<file path="src/rtl/ptt_pkg.sv">
// Package for the periodic task timer table.
// Holds the slot entry type and the operation and status codes.
// Used by ptt_mem, ptt_ctrl and periodic_task_timer_table_top.
package ptt_pkg;

    // Operation codes of an incoming request
    localparam logic OP_ADD  = 1'b0;
    localparam logic OP_POLL = 1'b1;

    // Result status codes
    localparam logic [2:0] ST_ADDED = 3'd0;
    localparam logic [2:0] ST_ZERO  = 3'd1;
    localparam logic [2:0] ST_FULL  = 3'd2;
    localparam logic [2:0] ST_FIRED = 3'd3;
    localparam logic [2:0] ST_NONE  = 3'd4;

    // One task slot as stored in the table memory
    typedef struct packed {
        logic [15:0] id;
        logic [31:0] start;
        logic [31:0] period;
        logic [15:0] count;
        logic        endless;
    } entry_t;

endpackage

</file>
<file path="src/rtl/ptt_ctrl.sv">
// Control for the task table: request handshake, add, poll scan with
// in-place compaction, tail copy, and the output register.
// Depends on ptt_pkg; drives the ports of ptt_mem.
module ptt_ctrl #(
    parameter int CAPACITY = 64,
    parameter int AW       = 6,
    parameter int CW       = 7
) (
    input  logic              clk,
    input  logic              rst_n,
    input  logic              in_valid,
    output logic              in_ready,
    input  logic              operation,
    input  logic [31:0]       now_ms,
    input  logic [15:0]       task_id,
    input  logic [31:0]       start_time,
    input  logic [31:0]       period_ms,
    input  logic [15:0]       repeat_count,
    input  logic              endless,
    output logic              out_valid,
    input  logic              out_ready,
    output logic [2:0]        status,
    output logic [15:0]       fired_id,
    output logic              mem_wr_en,
    output logic [AW-1:0]     mem_wr_addr,
    output ptt_pkg::entry_t   mem_wr_data,
    output logic              mem_rd_en,
    output logic [AW-1:0]     mem_rd_addr,
    input  ptt_pkg::entry_t   mem_rd_data
);

    localparam logic [2:0] S_IDLE   = 3'd0;
    localparam logic [2:0] S_READ   = 3'd1;
    localparam logic [2:0] S_EVAL   = 3'd2;
    localparam logic [2:0] S_CREAD  = 3'd3;
    localparam logic [2:0] S_CWRITE = 3'd4;
    localparam logic [2:0] S_DONE   = 3'd5;

    logic [2:0]      state_reg, state_next;
    logic [CW-1:0]   used_reg, used_next;
    logic [CW-1:0]   rd_reg, rd_next;
    logic [CW-1:0]   wr_reg, wr_next;
    logic            out_valid_reg, out_valid_next;
    logic [31:0]     now_reg, now_next;
    logic [2:0]      res_status_reg, res_status_next;
    logic [15:0]     res_id_reg, res_id_next;
    logic [2:0]      out_status_reg, out_status_next;
    logic [15:0]     out_id_reg, out_id_next;

    logic            accept;
    logic [31:0]     elapsed;
    logic            due;
    logic            spent;
    logic [CW-1:0]   rd_inc;
    logic [CW-1:0]   wr_inc;
    ptt_pkg::entry_t fired_entry;
    ptt_pkg::entry_t add_entry;

    assign in_ready  = (state_reg == S_IDLE);
    assign accept    = in_valid && in_ready;
    assign out_valid = out_valid_reg;
    assign status    = out_status_reg;
    assign fired_id  = out_id_reg;

    // Evaluate the slot that came back from memory
    assign elapsed = now_reg - mem_rd_data.start;
    assign due     = (elapsed > mem_rd_data.period);
    assign spent   = !mem_rd_data.endless && (mem_rd_data.count == 16'd0);
    assign rd_inc  = rd_reg + CW'(1);
    assign wr_inc  = wr_reg + CW'(1);

    // Restart the fired slot and burn one run if it is finite
    always_comb
    begin
        fired_entry       = mem_rd_data;
        fired_entry.start = now_reg;
        if (!mem_rd_data.endless)
        begin
            fired_entry.count = mem_rd_data.count - 16'd1;
        end
    end

    always_comb
    begin
        add_entry.id      = task_id;
        add_entry.start   = start_time;
        add_entry.period  = period_ms;
        add_entry.count   = repeat_count;
        add_entry.endless = endless;
    end

    // Sequencer: add, scan with compaction, tail copy
    always_comb
    begin
        state_next      = state_reg;
        used_next       = used_reg;
        rd_next         = rd_reg;
        wr_next         = wr_reg;
        now_next        = now_reg;
        res_status_next = res_status_reg;
        res_id_next     = res_id_reg;
        mem_wr_en       = 1'b0;
        mem_wr_addr     = wr_reg[AW-1:0];
        mem_wr_data     = mem_rd_data;
        mem_rd_en       = 1'b0;
        mem_rd_addr     = rd_reg[AW-1:0];

        case (state_reg)
            S_IDLE:
            begin
                if (accept)
                begin
                    now_next    = now_ms;
                    res_id_next = 16'd0;
                    rd_next     = '0;
                    wr_next     = '0;
                    state_next  = S_DONE;
                    if (operation == ptt_pkg::OP_ADD)
                    begin
                        if (!endless && (repeat_count == 16'd0))
                        begin
                            res_status_next = ptt_pkg::ST_ZERO;
                        end
                        else if (used_reg == CW'(CAPACITY))
                        begin
                            res_status_next = ptt_pkg::ST_FULL;
                        end
                        else
                        begin
                            // Append at the end of the list
                            mem_wr_en       = 1'b1;
                            mem_wr_addr     = used_reg[AW-1:0];
                            mem_wr_data     = add_entry;
                            used_next       = used_reg + CW'(1);
                            res_status_next = ptt_pkg::ST_ADDED;
                        end
                    end
                    else
                    begin
                        res_status_next = ptt_pkg::ST_NONE;
                        if (used_reg != '0)
                        begin
                            state_next = S_READ;
                        end
                    end
                end
            end

            S_READ:
            begin
                mem_rd_en  = 1'b1;
                state_next = S_EVAL;
            end

            S_EVAL:
            begin
                rd_next = rd_inc;
                if (!due)
                begin
                    // Keep the slot, close any gap left by removals
                    mem_wr_en  = (wr_reg != rd_reg);
                    wr_next    = wr_inc;
                    state_next = S_READ;
                    if (rd_inc == used_reg)
                    begin
                        used_next  = wr_inc;
                        state_next = S_DONE;
                    end
                end
                else if (spent)
                begin
                    // Drop the exhausted slot and go on scanning
                    state_next = S_READ;
                    if (rd_inc == used_reg)
                    begin
                        used_next  = wr_reg;
                        state_next = S_DONE;
                    end
                end
                else
                begin
                    // Fire this slot, then move the tail down if needed
                    mem_wr_en       = 1'b1;
                    mem_wr_data     = fired_entry;
                    wr_next         = wr_inc;
                    res_status_next = ptt_pkg::ST_FIRED;
                    res_id_next     = mem_rd_data.id;
                    state_next      = S_CREAD;
                    if (rd_inc == used_reg)
                    begin
                        used_next  = wr_inc;
                        state_next = S_DONE;
                    end
                    else if (wr_reg == rd_reg)
                    begin
                        state_next = S_DONE;
                    end
                end
            end

            S_CREAD:
            begin
                mem_rd_en  = 1'b1;
                state_next = S_CWRITE;
            end

            S_CWRITE:
            begin
                mem_wr_en  = 1'b1;
                wr_next    = wr_inc;
                rd_next    = rd_inc;
                state_next = S_CREAD;
                if (rd_inc == used_reg)
                begin
                    used_next  = wr_inc;
                    state_next = S_DONE;
                end
            end

            S_DONE:
            begin
                if (!out_valid_reg || out_ready)
                begin
                    state_next = S_IDLE;
                end
            end

            default:
            begin
                state_next = S_IDLE;
            end
        endcase
    end

    // Output register: load a finished result, drop it once taken
    always_comb
    begin
        out_valid_next  = out_valid_reg;
        out_status_next = out_status_reg;
        out_id_next     = out_id_reg;
        if (out_valid_reg && out_ready)
        begin
            out_valid_next = 1'b0;
        end
        if ((state_reg == S_DONE) && (!out_valid_reg || out_ready))
        begin
            out_valid_next  = 1'b1;
            out_status_next = res_status_reg;
            out_id_next     = res_id_reg;
        end
    end

    // Control state
    always_ff @(posedge clk or negedge rst_n)
    begin
        if (!rst_n)
        begin
            state_reg     <= S_IDLE;
            used_reg      <= '0;
            rd_reg        <= '0;
            wr_reg        <= '0;
            out_valid_reg <= 1'b0;
        end
        else
        begin
            state_reg     <= state_next;
            used_reg      <= used_next;
            rd_reg        <= rd_next;
            wr_reg        <= wr_next;
            out_valid_reg <= out_valid_next;
        end
    end

    // Payload registers
    always_ff @(posedge clk)
    begin
        now_reg        <= now_next;
        res_status_reg <= res_status_next;
        res_id_reg     <= res_id_next;
        out_status_reg <= out_status_next;
        out_id_reg     <= out_id_next;
    end

`ifndef SYNTHESIS
    a_used_bound: assert property (@(posedge clk) disable iff (!rst_n)
        used_reg <= CW'(CAPACITY))
        else $error("slot count above capacity");

    a_scan_ptrs: assert property (@(posedge clk) disable iff (!rst_n)
        (state_reg == S_READ || state_reg == S_EVAL || state_reg == S_CREAD
         || state_reg == S_CWRITE) |-> (wr_reg <= rd_reg && rd_reg < used_reg))
        else $error("scan pointers out of order");

    a_used_quiet: assert property (@(posedge clk) disable iff (!rst_n)
        (state_reg == S_IDLE && !in_valid) |=> $stable(used_reg))
        else $error("slot count changed with no request");

    a_id_zero: assert property (@(posedge clk) disable iff (!rst_n)
        (out_valid_reg && out_status_reg != ptt_pkg::ST_FIRED) |-> out_id_reg == 16'd0)
        else $error("id set on a result that did not fire");
`endif

endmodule

</file>
<file path="config.mk">
export PLATFORM = sky130hd
export DESIGN_NAME = ptt_ctrl
export DESIGN_NICKNAME = d
export VERILOG_FILES = /design/src/rtl/ptt_pkg.sv /design/src/rtl/ptt_ctrl.sv
export SDC_FILE = /design/constraint.sdc
export NUM_CORES = 1
export LEC_CHECK = 0
export ABC_AREA = 1
export BUFFER_PORTS_ARGS = -buffer_cell sky130_fd_sc_hd__buf_2
export CORE_AREA = 2 2 204 206
export CTS_CLUSTER_SIZE = 14
export DETAILED_ROUTE_END_ITERATION = 6
export DIE_AREA = 0 0 206 208
export GPL_ROUTABILITY_DRIVEN = 0
export PLACE_DENSITY = 0.58
export SYNTH_ARGS = -nofsm -noshare
export SYNTH_HDL_FRONTEND = slang
export SYNTH_SLANG_ARGS = --single-unit
</file>
<file path="constraint.sdc">
create_clock -name clk -period 9.2 [get_ports clk]
set_clock_uncertainty 0.1 [all_clocks]
set_input_delay 1.84 -clock clk [delete_from_list [all_inputs] [get_ports clk]]
set_output_delay 1.84 -clock clk [all_outputs]
set_load 0.01 [all_outputs]
</file>
==> flow_summary.json, run 1 <==
{
  "worstPathArrival_ps": 6450,
  "diodes": 0,
  "outcome": "finished clean",
  "synth-edff-count": 70,
  "syn_nets": 1808,
  "slew_headroom_pct": 24.8,
  "place_hpwl_um": 32100,
  "syn_area_mm2": 0.0100,
  "rsz0062_at_grt": "no",
  "synthesis.instances": 1508,
  "coreArea_mm2": 0.0406,
  "drtAntennaViolNets": 0,
  "portBuffers": 362,
  "cts_made_buffers": 9,
  "powerDensity_mw_per_mm2": 262,
  "clockBufferDepth": 2,
  "clk_pin_slew_worst_paths_ps": 80,
  "maxCapViolations": 0,
  "initialDrtViolationCount": 927,
  "layout-drive-gt1-share_pct": 23.0,
  "final.setup.tns_ps": 0,
  "grt_pass1_wl_um": 59200,
  "grt_pass1_vias": 10400,
  "whs_ps": 321,
  "ys.flop_type": "edfxtp_1",
  "seq_area_frac_synth_pct": 27.2,
  "htree_num_levels": 3,
  "slew_viol_final": 0,
  "wl_um": 40000,
  "tightest_slew_ps": 1130,
  "areaGrowthSynthToFinish_pct": 25.1,
  "max-vdd-ir-drop_mv": 0.131,
  "syn_avg_cell_area_um2": 6.65,
  "post_cts_resized": 0,
  "n_fill_cell": 4507,
  "netlist-cell-type-count": 44,
  "antenna_found_initial": 2,
  "min_period_ps": 8390,
  "via_count": 11400,
  "multi_input_area_mm2": 0.00618,
  "hold_viol": 0,
  "num_rows": 74,
  "fmaxAchievable_mhz": 119,
  "die_x_um": 206,
  "grt_max_degree": 96,
  "critPathLaunchType": "primary input",
  "total_power_uw": 3290,
  "cts_root_buffer": "clkbuf_16",
  "seq_area_mm2": 0.00273,
  "io-pin-count": 363,
  "cts_tree": "done",
  "power.leakage_uw": 0.00625,
  "start_util_pct": 24.7,
  "ctsHoldBuffers": 0,
  "grt-ovfl-total": 0,
  "rrSetupSlack_ps": 3760,
  "crit_fanout": 31,
  "drc": 0,
  "cts.sinks": 95,
  "cp-end-kind": "output port",
  "min_period_over_period_pct": 91.2,
  "cts_setup_buffers": 0,
  "critical_path_class": "primary input to output port",
  "required_ps": 7260,
  "wl_per_cell_um": 17.0,
  "die_height_um": 208,
  "insertion_delay_ps": 390,
  "dieArea_mm2": 0.0428,
  "yosys_register_bits": 95,
  "vias_per_cell": 4.83,
  "largest_register_ffs": 32,
  "ys_warn_count": 0,
  "setup_viol": 0,
  "first_pass_iters": 6,
  "nets": 2120,
  "grt_usage_pct": 18.1,
  "synthArstFlopShare_pct": 26.3,
  "worstHoldPathType": "register to register"
}
[cells by family after synthesis]
kind of cell / synth area share [%]
flops: 27.2
xor+xnor: 4.10
buf+inv: 11.3
fa+ha+maj: 8.68
simple gates: 29.8
compound gates: 18.9
[metal layers]
| layer | track usage (%) | part of all wire, % | routed length (µm) |
|---|---|---|---|
| met1 | 23.6 | 44 | 17700 |
| met2 | 30.6 | 48 | 19000 |
| met3 | 2.93 | 6.1 | 2430 |
| met4 | 5.34 | 2.1 | 846 |
| met5 | 0 | 0.030 | 12 |
[path summary, 6_finish.rpt]
| kind | from | end | cells past startpoint |
|---|---|---|---|
| setup / recovery | mem_rd_data[51] | mem_wr_data[60] | 22 |
| hold / removal | res_status_reg[0] | status[0] | 0 |
| setup reg to reg | now_reg[0] | res_id_reg[4] | 20 |
| hold reg to reg | res_status_reg[0] | status[0] | 0 |
| max in group asynchronous | rst_n | rd_reg[2] | 1 |
| min in group asynchronous | rst_n | state_reg[1] | 1 |
[area by class of cell]
class | instances | area share, %
Sequential cell | 95 | 21.7
Clock inverter | 6 | 0.838
Inverter | 204 | 6.11
Timing Repair Buffer | 370 | 14.9
Multi-Input combinational cell | 1140 | 49.2
Clock buffer | 10 | 1.83
Tap cell | 532 | 5.31
[placed cells by master, fill, tap and decap left out, types with 3 or more instances in the layout]
cell type and instances:
nand2_1 402, buf_2 362, inv_1 197, nand3_1 126, o21ai_0 116, nor2_1 106
a21oi_1 74, edfxtp_1 70, ha_1 68, o211ai_1 66, xor2_1 37, o21ai_1 31
dfrtp_1 25, nand4_1 19, nor3_1 14, xnor2_1 10, clkbuf_16 9, buf_4 8
a21o_1 7, a31oi_1 7, o22ai_1 7, inv_2 6, nand2_2 6, o21bai_1 5
nor4_1 5, nand3_2 5, nor2_4 4, nor2_2 4, a221oi_1 3, o21a_1 3
[cells in the mapped netlist (all sizes together), types with 5 or more instances]
| master | instances | area, µm² |
|---|---|---|
| nor2 | 116 | 500 |
| buf | 39 | 255 |
| clkbuf | 30 | 114 |
| dfrtp | 25 | 626 |
| inv | 204 | 766 |
| nand3 | 131 | 681 |
| a21oi | 75 | 379 |
| o21bai | 5 | 37.5 |
| o21ai | 149 | 749 |
| nor4 | 5 | 31.3 |
| ha | 68 | 851 |
| o211ai | 67 | 508 |
| xor2 | 37 | 324 |
| nand4 | 19 | 119 |
| nor3 | 14 | 70.1 |
| a21o | 7 | 52.6 |
| xnor2 | 10 | 87.6 |
| edfxtp | 70 | 2100 |
| nand2 | 409 | 1570 |
| o22ai | 7 | 43.8 |
| a31oi | 7 | 43.8 |
[where the power goes]
group / leakage (µW) / total, µW / internal, µW / switching, µW
Sequential: 0.000984 / 716 / 611 / 105
Clock: 0.000162 / 444 / 244 / 201
Combinational: 0.00511 / 2130 / 710 / 1420
[per-stage QoR]
| step | cells | cell area [µm²] | worst slack, ps | utilization [%] |
|---|---|---|---|---|
| 5_1_grt | 2357 | 12500 | 411 | 30.9 |
| 6_report | 2357 | 12500 | 813 | 30.9 |
| 3_5_place_dp | 2341 | 12200 | 878 | 30.1 |
| 2_1_floorplan | 1508 | 10000 | 2300 | - |
| 3_3_place_gp | 2341 | 12200 | 1010 | 30.1 |
| 4_1_cts | 2357 | 12500 | 853 | 30.9 |
[critical path, stage by stage]
cell and delay (ps):
buf_2 120, inv_1 80, ha_1 350, a21oi_1 160, nand2_1 110, a21boi_0 310, o21ai_0 260, a21oi_1 330
o21ai_0 190, xor2_1 170, ha_1 300, nand2_1 50, nor2_1 120, nand4_1 140, nor2_1 210, nand2_1 120
nand2_1 150, nand3_2 520, buf_4 460, o211ai_1 200, nand3_1 100, buf_2 150
No activity file was read; power rests on OpenSTA's default activity.
==> run 2: changes to the inputs <==
Clock period 9.2 ns to 8.65 ns, I/O delays scaled along.
==> flow_summary.json, run 2 (synthesis gave the netlist of run 1 again) <==
{
  "worst_r2r_startpoint": "now_reg[0]",
  "crit_path_start": "mem_rd_data[51]",
  "cp.depth": 25,
  "wl_per_cell_um": 16.7,
  "total_power_uw": 3450,
  "drtAntennaViolNets": 0,
  "die_x_um": 206,
  "slew_viol_final": 0,
  "slowest_delay_ps": 350,
  "seq_area_mm2": 0.00273,
  "dieArea_mm2": 0.0428,
  "initialDrtViolationCount": 934,
  "clockBufferDepth": 2,
  "final_cell_mix": "402 x nand2_1, 362 x buf_2, 197 x inv_1",
  "cts_tree": "done",
  "portBuffers": 362,
  "final_common_cell": "nand2_1",
  "rsz0062_at_grt": "no",
  "htree_num_levels": 3,
  "grt-ovfl-total": 0,
  "final.setup.tns_ps": 0,
  "coreArea_mm2": 0.0406,
  "critPathMostFrequentCell": "nand2_1",
  "clk_pin_slew_worst_paths_ps": 70,
  "fmaxAchievable_mhz": 131,
  "cp-end-kind": "output port",
  "swShare_pct": 52.7,
  "whs_path_depth": 0,
  "place_worst_setup_slack_ps": 1000,
  "worstHoldPathType": "register to register",
  "cts_setup_buffers": 0,
  "multi_input_area_mm2": 0.00618,
  "antenna_found_initial": 1,
  "cts_made_buffers": 9,
  "slew_headroom_pct": 22.8,
  "power.leakage_uw": 0.00625,
  "min_from": "res_status_reg[1]",
  "insertion_delay_ps": 370,
  "num_rows": 74,
  "p_int_uw": 1630,
  "grt_pass1_wl_um": 58600,
  "largest_register_ffs": 32,
  "min_period_ps": 7610,
  "setup_viol": 0,
  "seqPwrFrac_pct": 21.9,
  "cp_top_family": "compound AO/OA/AOI/OAI gates",
  "min_period_over_period_pct": 88.0,
  "powerDensity_mw_per_mm2": 275,
  "vias_per_cell": 4.80,
  "via_count": 11300,
  "crit_fanout": 36,
  "die_height_um": 208,
  "ff2ff_path_depth": 21,
  "outcome": "finished clean",
  "maxCapViolations": 0,
  "layout-drive-gt1-share_pct": 23.0,
  "grt_max_degree": 101,
  "slowest_stage": "ha_1",
  "worstPathArrival_ps": 5780,
  "grt_usage_pct": 17.7,
  "p_comb_share_pct": 65.6,
  "pwr-share-clk_pct": 12.5,
  "grt_pass1_vias": 10600,
  "max-vdd-ir-drop_mv": 0.121,
  "post_cts_resized": 0,
  "cts.sinks": 95,
  "critPathLaunchType": "primary input",
  "p_sw_uw": 1820,
  "drc": 0,
  "place_hpwl_um": 31800,
  "cts_root_buffer": "clkbuf_16",
  "start_util_pct": 24.7,
  "nets": 2121,
  "rrSetupSlack_ps": 3650,
  "wl_um": 39400,
  "n_fill_cell": 4504,
  "tightest_slew_ps": 1160,
  "areaGrowthSynthToFinish_pct": 25.1,
  "ctsHoldBuffers": 0,
  "hold_viol": 0,
  "critPathBufInv": 5,
  "final.setup.worst_slack_ps": 1040,
  "critical_path_class": "primary input to output port",
  "first_pass_iters": 5,
  "io-pin-count": 363,
  "required_ps": 6820
}
## run 2: cell types whose count changed in the layout (fill, tap and decap cells not counted)
cell,delta
clkinv_4,-2
clkinv_8,-1
bufinv_16,-2
inv_4,+1
buf_4,-1
diode_2,+1
clkbuf_16,+1
buf_12,+2
inv_6,+2
clkinvlp_4,+1
## run 2: worst reg2reg max path, delay by kind of cell, from the launching register on
family	cells	cell delay, ps
DFF	1	440
and+or+nand+nor	11	1280
buffers and inverters	3	360
adders and majority gates	3	830
AOI/OAI and AO/OA	3	1390
xor gates and xnor gates	1	190
## run 2: cell type report
cell class                 count  share of cell area, %
multi-input combinational   1140                   49.3
sequential                    95                   21.7
timing repair buffer         371                   15.2
inverter                     204                   6.12
tap                          532                   5.31
clock buffer                  11                   2.03
clock inverter                 5                  0.339
antenna                        1                 0.0200
## run 2: final timing paths
| check | end |
|---|---|
| hold / removal | status[1] |
| hold reg to reg | status[1] |
| setup / recovery | mem_wr_en |
| max in group asynchronous | wr_reg[6] |
| min in group asynchronous | state_reg[0] |
| setup reg to reg | res_id_reg[7] |
## run 2: power by group through the flow
| stage | combinational, µW | clock [µW] | sequential [µW] |
|---|---|---|---|
| floorplan | 1560 | 0 | 735 |
| global placement | 2250 | 0 | 762 |
| detailed placement | 2260 | 0 | 766 |
| CTS | 2280 | 442 | 757 |
| global route | 2530 | 458 | 773 |
| finish | 2270 | 430 | 756 |
## run 2: through the flow
| stage | hold slack (ps) | instances | util, % | instance area, µm² |
|---|---|---|---|---|
| 4_1_cts | 324 | 2358 | 30.9 | 12500 |
| 2_1_floorplan | 300 | 1508 | - | 10000 |
| 3_3_place_gp | 302 | 2342 | 30.2 | 12200 |
| 6_report | 322 | 2359 | 30.9 | 12500 |
| 3_5_place_dp | 305 | 2342 | 30.2 | 12200 |
| 5_1_grt | 326 | 2358 | 30.9 | 12500 |
## run 2: layer usage
layer / wire (µm) / GRT usage [%] / share of wire (%) / vias up
met3: 2560 / 2.62 / 6.5 / 50
met5: 0 / 0 / 0 / -
li1: - / - / - / 5671
met1: 17500 / 23.1 / 44 / 5128
met4: 1190 / 5.89 / 3.0 / 0
met2: 18200 / 29.8 / 46 / 469
